===== src/rtl/bltg_pkg.sv =====
// Shared types and constants for the bilinear tap generator.
`default_nettype none

package bltg_pkg;

  // Fixed-point format of the normalized coordinates.
  localparam int FRAC_BITS = 16;
  localparam int ONE       = 1 << FRAC_BITS;
  localparam int IN_W      = 18;

  // Plane geometry.
  localparam int MAX_DIM   = 4096;
  localparam int SIZE_W    = 13;
  localparam int COORD_W   = $clog2(MAX_DIM);

  // Internal arithmetic widths of the axis mapping.
  localparam int NOFF_W    = IN_W + 1;
  localparam int PROD_W    = NOFF_W + SIZE_W + 1;
  localparam int T_W       = 31;
  localparam int F_W       = T_W - FRAC_BITS - 1;

  // Result widths.
  localparam int IDX_W     = 24;
  localparam int WGT_W     = FRAC_BITS + 1;
  localparam int WPROD_W   = 2 * WGT_W;
  localparam int ROW_W     = COORD_W + SIZE_W;

  // Configuration register map.
  localparam int CFG_IDX_W = 1;
  typedef enum logic [CFG_IDX_W-1:0] {
    REG_PLANE_HEIGHT = 1'b0,
    REG_PLANE_WIDTH  = 1'b1
  } cfg_reg_t;

  // Clamped corner pair and fraction of one axis.
  typedef struct packed {
    logic [COORD_W-1:0]   c0;
    logic [COORD_W-1:0]   c1;
    logic [FRAC_BITS-1:0] frac;
  } axis_tap_t;

endpackage

`default_nettype wire


===== src/rtl/bilinear_tap_generator_unit.sv =====
// Top level of the bilinear tap generator: configuration, pipeline and results.
`default_nettype none

// The block turns one normalized coordinate pair (signed, 16 fractional bits,
// -1..1 spanning the plane) into four clamped flat plane indices and four
// bilinear weights, with 65536 meaning 1.0. It takes one item every clock
// cycle while busy is low; each result appears for a single cycle marked by
// out_valid, after the four register stages (coordinate multiply, floor and
// clamp, row and weight multiplies, index add). busy is high only during
// reset and the cycle after it. The receiver cannot hold results off. A plane
// size of zero acts as one and a size above 4096 acts as 4096; the user must
// write sizes only while no item is in flight, which the block does not
// enforce.
module bilinear_tap_generator_unit (
  input  wire logic                                 clk,
  input  wire logic                                 rst_n,
  input  wire logic                                 start,
  output      logic                                 busy,
  input  wire logic signed [bltg_pkg::IN_W-1:0]     in_norm_x,
  input  wire logic signed [bltg_pkg::IN_W-1:0]     in_norm_y,
  input  wire logic                                 cfg_write_en,
  input  wire logic        [bltg_pkg::CFG_IDX_W-1:0] cfg_index,
  input  wire logic        [bltg_pkg::SIZE_W-1:0]   cfg_data,
  output      logic                                 out_valid,
  output      logic        [bltg_pkg::IDX_W-1:0]    out_index_top_left,
  output      logic        [bltg_pkg::IDX_W-1:0]    out_index_top_right,
  output      logic        [bltg_pkg::IDX_W-1:0]    out_index_bottom_left,
  output      logic        [bltg_pkg::IDX_W-1:0]    out_index_bottom_right,
  output      logic        [bltg_pkg::WGT_W-1:0]    out_weight_top_left,
  output      logic        [bltg_pkg::WGT_W-1:0]    out_weight_top_right,
  output      logic        [bltg_pkg::WGT_W-1:0]    out_weight_bottom_left,
  output      logic        [bltg_pkg::WGT_W-1:0]    out_weight_bottom_right
);
  import bltg_pkg::*;

  localparam int DEPTH = 4;

  logic                busy_r;
  logic                accept;
  logic [DEPTH-1:0]    valid_r;
  logic [SIZE_W-1:0]   plane_height_r;
  logic [SIZE_W-1:0]   plane_width_r;
  logic [SIZE_W-1:0]   eff_size;

  axis_tap_t           tap_x;
  axis_tap_t           tap_y;

  logic [ROW_W-1:0]    row0_full;
  logic [ROW_W-1:0]    row1_full;
  logic [WGT_W-1:0]    ofx;
  logic [WGT_W-1:0]    ofy;
  logic [WGT_W-1:0]    fx;
  logic [WGT_W-1:0]    fy;
  logic [WPROD_W-1:0]  p_tl;
  logic [WPROD_W-1:0]  p_tr;
  logic [WPROD_W-1:0]  p_bl;
  logic [WPROD_W-1:0]  p_br;

  logic [IDX_W-1:0]    row0_r;
  logic [IDX_W-1:0]    row1_r;
  logic [COORD_W-1:0]  x0_r;
  logic [COORD_W-1:0]  x1_r;
  logic [WGT_W-1:0]    w_tl_r;
  logic [WGT_W-1:0]    w_tr_r;
  logic [WGT_W-1:0]    w_bl_r;
  logic [WGT_W-1:0]    w_br_r;

  logic [IDX_W-1:0]    idx_tl_r;
  logic [IDX_W-1:0]    idx_tr_r;
  logic [IDX_W-1:0]    idx_bl_r;
  logic [IDX_W-1:0]    idx_br_r;
  logic [WGT_W-1:0]    wo_tl_r;
  logic [WGT_W-1:0]    wo_tr_r;
  logic [WGT_W-1:0]    wo_bl_r;
  logic [WGT_W-1:0]    wo_br_r;

  // Busy covers reset and the cycle after it.
  always_ff @(posedge clk) begin
    if (!rst_n) begin
      busy_r <= 1'b1;
    end else begin
      busy_r <= 1'b0;
    end
  end

  assign busy   = busy_r;
  assign accept = start && !busy_r;

  // Sizes are stored already limited to the supported range.
  always_comb begin
    if (cfg_data == '0) begin
      eff_size = SIZE_W'(1);
    end else if (cfg_data > SIZE_W'(MAX_DIM)) begin
      eff_size = SIZE_W'(MAX_DIM);
    end else begin
      eff_size = cfg_data;
    end
  end

  always_ff @(posedge clk) begin
    if (!rst_n) begin
      plane_height_r <= SIZE_W'(64);
      plane_width_r  <= SIZE_W'(64);
    end else if (cfg_write_en) begin
      unique case (cfg_reg_t'(cfg_index))
        REG_PLANE_HEIGHT: plane_height_r <= eff_size;
        REG_PLANE_WIDTH:  plane_width_r  <= eff_size;
        default:          plane_height_r <= plane_height_r;
      endcase
    end
  end

  // Valid bits travel alongside the data stages.
  always_ff @(posedge clk) begin
    if (!rst_n) begin
      valid_r <= '0;
    end else begin
      valid_r <= {valid_r[DEPTH-2:0], accept};
    end
  end

  // Stages one and two, one mapper per axis.
  bltg_axis_map u_map_x (
    .clk  (clk),
    .norm (in_norm_x),
    .size (plane_width_r),
    .tap  (tap_x)
  );

  bltg_axis_map u_map_y (
    .clk  (clk),
    .norm (in_norm_y),
    .size (plane_height_r),
    .tap  (tap_y)
  );

  // Stage three: row bases and the four truncated weight products.
  always_comb begin
    row0_full = tap_y.c0 * plane_width_r;
    row1_full = tap_y.c1 * plane_width_r;
    fx        = {1'b0, tap_x.frac};
    fy        = {1'b0, tap_y.frac};
    ofx       = WGT_W'(ONE) - fx;
    ofy       = WGT_W'(ONE) - fy;
    p_tl      = ofx * ofy;
    p_tr      = fx * ofy;
    p_bl      = ofx * fy;
    p_br      = fx * fy;
  end

  always_ff @(posedge clk) begin
    row0_r <= row0_full[IDX_W-1:0];
    row1_r <= row1_full[IDX_W-1:0];
    x0_r   <= tap_x.c0;
    x1_r   <= tap_x.c1;
    w_tl_r <= p_tl[FRAC_BITS+WGT_W-1:FRAC_BITS];
    w_tr_r <= p_tr[FRAC_BITS+WGT_W-1:FRAC_BITS];
    w_bl_r <= p_bl[FRAC_BITS+WGT_W-1:FRAC_BITS];
    w_br_r <= p_br[FRAC_BITS+WGT_W-1:FRAC_BITS];
  end

  // Stage four: flat indices and the output register.
  always_ff @(posedge clk) begin
    idx_tl_r <= row0_r + IDX_W'(x0_r);
    idx_tr_r <= row0_r + IDX_W'(x1_r);
    idx_bl_r <= row1_r + IDX_W'(x0_r);
    idx_br_r <= row1_r + IDX_W'(x1_r);
    wo_tl_r  <= w_tl_r;
    wo_tr_r  <= w_tr_r;
    wo_bl_r  <= w_bl_r;
    wo_br_r  <= w_br_r;
  end

  assign out_valid               = valid_r[DEPTH-1];
  assign out_index_top_left      = idx_tl_r;
  assign out_index_top_right     = idx_tr_r;
  assign out_index_bottom_left   = idx_bl_r;
  assign out_index_bottom_right  = idx_br_r;
  assign out_weight_top_left     = wo_tl_r;
  assign out_weight_top_right    = wo_tr_r;
  assign out_weight_bottom_left  = wo_bl_r;
  assign out_weight_bottom_right = wo_br_r;

endmodule

`default_nettype wire


===== src/rtl/bltg_axis_map.sv =====
// Two-stage mapping of one normalized coordinate to clamped corners and fraction.
`default_nettype none

module bltg_axis_map (
  input  wire logic                                clk,
  input  wire logic signed [bltg_pkg::IN_W-1:0]    norm,
  input  wire logic        [bltg_pkg::SIZE_W-1:0]  size,
  output      bltg_pkg::axis_tap_t                 tap
);
  import bltg_pkg::*;

  logic signed [NOFF_W-1:0]  n_off;
  logic signed [SIZE_W:0]    size_s;
  logic signed [PROD_W-1:0]  prod;
  logic signed [PROD_W-1:0]  t_full;
  logic        [T_W-1:0]     t_r;
  logic        [T_W-1:0]     t_nxt;

  logic signed [F_W-1:0]     f;
  logic signed [F_W:0]       fp1;
  logic        [COORD_W-1:0] hi;
  logic signed [F_W-1:0]     hi_s;
  logic signed [F_W:0]       hi_s1;
  axis_tap_t                 tap_r;
  axis_tap_t                 tap_nxt;

  // Stage one: pixel coordinate with one extra fractional bit, (n+1)*size-1.
  always_comb begin
    n_off  = {norm[IN_W-1], norm} + NOFF_W'(ONE);
    size_s = $signed({1'b0, size});
    prod   = n_off * size_s;
    t_full = prod - PROD_W'(ONE);
    t_nxt  = t_full[T_W-1:0];
  end

  always_ff @(posedge clk) begin
    t_r <= t_nxt;
  end

  // Stage two: floor, fraction and border clamp of both corners.
  always_comb begin
    f     = t_r[T_W-1:FRAC_BITS+1];
    fp1   = {f[F_W-1], f} + (F_W+1)'(1);
    hi    = COORD_W'(size - SIZE_W'(1));
    hi_s  = $signed({{(F_W-COORD_W){1'b0}}, hi});
    hi_s1 = $signed({{(F_W+1-COORD_W){1'b0}}, hi});

    if (f[F_W-1]) begin
      tap_nxt.c0 = '0;
    end else if (f > hi_s) begin
      tap_nxt.c0 = hi;
    end else begin
      tap_nxt.c0 = f[COORD_W-1:0];
    end

    if (fp1[F_W]) begin
      tap_nxt.c1 = '0;
    end else if (fp1 > hi_s1) begin
      tap_nxt.c1 = hi;
    end else begin
      tap_nxt.c1 = fp1[COORD_W-1:0];
    end

    tap_nxt.frac = t_r[FRAC_BITS:1];
  end

  always_ff @(posedge clk) begin
    tap_r <= tap_nxt;
  end

  assign tap = tap_r;

endmodule

`default_nettype wire


===== config.mk =====
export PLATFORM = sky130hd
export DESIGN_NAME = bilinear_tap_generator_unit
export DESIGN_NICKNAME = d
export VERILOG_FILES = /design/src/rtl/bltg_pkg.sv /design/src/rtl/bilinear_tap_generator_unit.sv /design/src/rtl/bltg_axis_map.sv
export SDC_FILE = /design/constraint.sdc
export NUM_CORES = 2
export LEC_CHECK = 0
export BUFFER_PORTS_ARGS = -buffer_cell sky130_fd_sc_hd__clkbuf_2
export CAP_MARGIN = 0
export CORE_UTILIZATION = 48
export CTS_BUF_LIST = sky130_fd_sc_hd__clkbuf_16
export DETAILED_ROUTE_END_ITERATION = 12
export SLEW_MARGIN = 0
export SYNTH_ARGS = -nofsm -noshare
export SYNTH_HDL_FRONTEND = slang
export SYNTH_SLANG_ARGS = --single-unit

===== constraint.sdc =====
create_clock -name clk -period 19.55 [get_ports clk]
set_input_delay 1.955 -clock clk [delete_from_list [all_inputs] [get_ports clk]]
set_output_delay 1.955 -clock clk [all_outputs]
set_load 0.03 [all_outputs]

[Word level (Yosys, flattened, before mapping)]
Index checks and enable logic that the tools add are counted.
Operators by class
  add/subtract/negate cells: 14
  $mul: 8
  $lt $le $gt $ge: 5
  mux-type cells: 7
  bitwise gates (word level): 1
  reduce and logical (&&, ||, !) cells: 5
Operators with widths (count)
  24-bit by 12-bit adder with 24-bit output: 4
  19-bit by 14-bit multiplier with 31-bit output: 2
  31-bit by 18-bit subtractor with 31-bit output, second input constant: 2
  12-bit by 13-bit multiplier with 24-bit output: 2
  12-bit two-way mux: 4
  18-bit by 18-bit adder with 19-bit output, second input constant: 2
  17-bit by 16-bit subtractor with 17-bit output, first input constant: 2
  16-bit by 17-bit multiplier with 33-bit output: 1
  17-bit by 16-bit multiplier with 33-bit output: 1
  17-bit by 17-bit multiplier with 33-bit output: 1
  16-bit by 16-bit multiplier with 32-bit output: 1
  14-bit by 2-bit adder with 15-bit output, second input constant: 2
  15-bit by 13-bit > comparator with 1-bit output: 2
  14-bit by 13-bit > comparator with 1-bit output: 2
  13-bit two-way mux: 2
  12-bit by 1-bit subtractor with 12-bit output, second input constant: 2
  13-bit > comparator, second input constant: 1
  13-bit zero test: 1
  2-bit AND reduction: 2
  1-bit logical AND: 1
  1-bit zero test: 1
  1-bit two-way mux: 1
  1-bit NOT: 1
Storage, ports and cells
  register bits: 475
  input bits: 54
  output and inout port bits: 166
  word-level logic and storage cells: 68

[Depth between registers and ports, before layout]
  word-level depth: 3
  mapped depth: 33
  depth with buffers taken out: 31

[Cells and area by module]
Synthesis repeated with hierarchy kept, for this count alone.
Unflattened totals
  cells, all modules: 8462
  area total of the unflattened synthesis: 77393.0 um^2
By module, submodules not included
  bilinear_tap_generator_unit: times used 1, cells each 5907, area each 53724.0 um^2, sequential area each 6666.4 um^2
  bltg_axis_map (u_map_x): times used 1, cells each 1284, area each 11946.5 um^2, sequential area each 1401.3 um^2
  bltg_axis_map (u_map_y): times used 1, cells each 1271, area each 11722.5 um^2, sequential area each 1401.3 um^2

[Worst setup path after synthesis]
Ideal clock, no wire load.
  path kind: in2reg
  start: input in_norm_y[16] in the netlist's numbering
  end: register u_map_y.t_r[29]
  library setup time: 0.123 ns
  arrival: 7.685 ns
  required time: 19.427 ns
  path slack: 11.741 ns
  stages: 25
  cell sequence: clkinv_1 ha_1 clkbuf_1 nand2_1 inv_1 fa_1 inv_1 fa_1 inv_1 fa_1 inv_1 fa_1 inv_1 fa_1 inv_1 fa_1 inv_1 ha_1 nand4_1 a311oi_1 a211oi_1 nor2_1 a2111oi_0 o21bai_1 xor2_1
Between the ends
  longest elaborated chain between the ends: 3
RTL lines
  start, declared: RTL line bilinear_tap_generator_unit.sv:20  | input wire logic signed [bltg_pkg::IN_W-1:0] in_norm_y,
  18-bit by 18-bit adder with 19-bit output: RTL line bltg_axis_map.sv:29  | n_off = {norm[IN_W-1], norm} + NOFF_W'(ONE);
  19-bit by 14-bit multiplier with 31-bit output: RTL line bltg_axis_map.sv:31  | prod = n_off * size_s;
  31-bit by 18-bit subtractor with 31-bit output: RTL line bltg_axis_map.sv:32  | t_full = prod - PROD_W'(ONE);
  via u_map_y.t_full[29]: RTL line bltg_axis_map.sv:15  | logic signed [PROD_W-1:0] t_full;
  end signal, assigned: RTL line bltg_axis_map.sv:37  | t_r <= t_nxt;
  end, declared: RTL line bltg_axis_map.sv:16  | logic [T_W-1:0] t_r;
The timed path passes the listed nets, and every way through them passes these cells.
A chain may end at the register's enable or synchronous reset.

[Worst setup path in the final report]
  start: register u_map_x.tap_r (netlist bit u_map_x.tap[5])
  end: register w_bl_r[16]
Between the ends
  longest elaborated chain between the ends: 2
RTL lines
  start, declared: RTL line bltg_axis_map.sv:24  | axis_tap_t tap_r;
  start signal, assigned: RTL line bltg_axis_map.sv:68  | tap_r <= tap_nxt;
  17-bit by 16-bit subtractor with 17-bit output: RTL line bilinear_tap_generator_unit.sv:143  | ofx = WGT_W'(ONE) - fx;
  17-bit by 16-bit multiplier with 33-bit output: RTL line bilinear_tap_generator_unit.sv:147  | p_bl = ofx * fy;
  via p_bl[32]: RTL line bilinear_tap_generator_unit.sv:56  | logic [WPROD_W-1:0] p_bl;
  end signal, assigned: RTL line bilinear_tap_generator_unit.sv:158  | w_bl_r <= p_bl[FRAC_BITS+WGT_W-1:FRAC_BITS];
  end, declared: RTL line bilinear_tap_generator_unit.sv:65  | logic [WGT_W-1:0] w_bl_r;
The timed path passes the listed nets, and every way through them passes these cells.

==> summary.md <==
| Metric | Value |
|---|---|
| Yosys cell types | `75` |
| Max transition margin | `0.215` |
| Ys flop type | `dfxtp_1` |
| Outcome | `finished, final reports clean` |
| Root Buffer | `clkbuf_16` |
| IO Count | `220` |
| Number of global-route vias before repair | `59000` |
| First-pass GRT wire length | `roughly 320000 µm` |
| Critical path class | `reg2reg` |
| Postcts setup bufs | `0` |
| Net Count, Synth | `~11000` |
| Area growth syn-to-layout | `6.95%` |
| Fin crit share | `0.472` |
| Top cell type's share of synthesized area | `0.397` |
| CP max FO | `30` |
| Count of final hold-check violations | `0` |
| RSZ-0062 raised after global routing | `no` |
| Initial antenna violation count | `17` |
| WP buf/inv | `5` |
| Setup crit start kind | `flip-flop` |
| CP Capture Type | `flip-flop` |
| GRT Overall Usage | `0.251` |
| Drt initial violations | `~2600` |
| Register-to-Register Path Depth | `28` |
| CTS tree | `yes` |
| Seq/Total Area, Yosys | `0.124` |
| Critical Path RT | `20.17 ns` |
| Hold Path Stages | `0` |
| Setup TNS | `0 ns` |
| Clock-pin slew on the worst setup and hold paths | `roughly 0.07 ns` |
| Fmax | `108 MHz` |
| Largest net degree at the start of global routing | `50` |
| Synth Instances | `between 8000 and 9000` |
| Post-synthesis register bit count | `roughly 470` |
| Wire per inst | `between 15 and 20 µm` |
| Hold-fix buffers, CTS | `0` |
| Die width | `between 400 and 500 µm` |
| Detailed Routing Iterations Pass 1 | `5` |
| FFs w/ async S/R, synth | `0` |
| Antenna viol nets, final | `0` |
| Area leader, netlist | `fa_1` |
| Crit path largest cell delay | `a little over 0.6 ns` |
| Port buffer count | `around 220` |
| Dominant cells by area after synthesis | `fa_1 (40%), ha_1 (13%), dfxtp_1 (12%)` |
| Initial Utilization | `0.484` |
| Max-Cap Viols | `0` |
| Gr ovfl total | `0` |
| CP Depth | `28` |
| Die Ht | `~400 µm` |
| Slowest library cell on the worst path | `xor2_2` |
| Final setup vio count | `0` |
| # clock sinks | `roughly 470` |
| Worst-case clock buffer depth | `3` |
| CP most frequent cell | `fa_1` |
| Die area | `approximately 160000 µm²` |
| Synthesized area | `roughly 77000 µm²` |
| Synth cell count leaders | `inv_1 (1847), fa_1 (1518), nand2_1 (1205)` |
| Core area | `158000 µm²` |
| Number of flops mapped to enable cells by yosys | `0` |
| Min Tclk post-route | `between 9 and 10 ns` |
| DRC violations left | `0` |
| Slew @ Worst Pin | `about 1.2 ns` |
| H-tree levels | `2` |
| Num CTS Buffers | `slightly below 60` |
| Post_cts resized | `0` |
| Delay-heaviest family, CP | `adder cells` |
| Worst hold path type | `reg2reg` |
| Post-DP HPWL | `roughly 150000 µm` |
| Top-count cell post-synth | `inv_1` |
| Skew-Pair Late Insertion Delay | `~0.73 ns` |
| Clk_skew | `between 0.06 and 0.07 ns` |
| FP Rows | `about 150` |
| Yosys Warn Count | `0` |
| Synthesized area per cell | `a little over 9 µm²` |
| Crit path DAT | `9.85 ns` |
| Final Slew Violations | `0` |
| Placer Congestion | `~0.89` |
| Layout cells sized above 1 | `0.0560` |
| # nets final | `between 10000 and 15000` |
| Final wirelength | `a little under 200000 µm` |
| Number of vias per cell | `between 5 and 6` |
| Vias | `about 54000` |
[state kept, by name, indices dropped and copies added (netlist names), 24 cells and up]
name / flops
u_map_x.t_r: 30
out_index_top_right: 24
out_index_top_left: 24
u_map_x.tap: 40
u_map_y.t_r: 30
out_index_bottom_left: 24
u_map_y.tap: 40
row1_r: 24
row0_r: 24
out_index_bottom_right: 24
[cells by family (layout without fill, tap and decap cells)]
group,count (synthesis),after routing,synth area share
and+or+nand+nor,2518,2518,0.157
adders and majority gates,2297,2297,0.524
buffers and inverters,2236,2264,0.110
AOI/OAI and AO/OA,500,500,0.0423
DFF,473,473,0.124
xor gates and xnor gates,348,348,0.0398
muxes,27,27,0.00369
other,1,10,0.0000490
[through the flow]
step	utilization	cells	setup WS [ns]	hold WS [ns]	cell area (µm²)
finish	0.517	10500	10.32	0.320	81900
global placement	0.504	10400	10.31	0.311	79800
CTS	0.517	10500	10.26	0.323	81900
detailed placement	0.504	10400	10.27	0.312	79800
global route	0.517	10500	9.81	0.327	81900
floorplan	-	8400	11.74	0.310	76600
[layout make-up]
cell class | instances | area, µm²
inverter | 1851 | 6950
multi-input combinational | 5691 | 59000
clock inverter | 51 | 649
timing repair buffer | 303 | 1730
tap | 2072 | 2590
fill | 14900 | 76500
clock buffer | 59 | 1480
sequential | 473 | 9480
antenna | 9 | 22.5
[cell usage in the layout, fill, tap and decap left out, types with 10 or more instances in the layout]
cell	n
inv_1	1850
fa_1	1518
nand2_1	1205
ha_1	779
and2_1	699
dfxtp_1	465
nor2_1	249
xnor2_1	226
clkbuf_2	218
a21oi_1	160
xor2_1	100
o21ai_0	92
buf_4	85
nand3_1	64
nor2b_1	63
clkbuf_16	59
nor3_1	56
nand2b_1	53
a21o_1	53
a211oi_1	36
nand4_1	30
and3_1	29
o21a_1	28
nor4_1	20
o21bai_1	20
or3_1	18
mux2i_1	17
a21boi_0	16
a31oi_1	15
mux2_2	10
bufinv_16	10
[final timing paths]
kind	start	slack [ns]	to
min	w_br_r[14]	0.32	out_weight_bottom_right[14]
max	u_map_x.tap[5]	10.32	w_bl_r[16]
max reg2reg	u_map_x.tap[5]	10.32	w_bl_r[16]
min reg2reg	w_br_r[14]	0.32	out_weight_bottom_right[14]
[routing by layer]
metal  global-route usage  part of all wire
met2                0.451              0.51
met1                0.312              0.41
met5                    0           0.00014
met3               0.0230             0.039
met4               0.0920             0.039
Power is left out: the tool's default activity adds up to more than one toggle a clock period on the data nets, which glitch-free logic cannot reach.
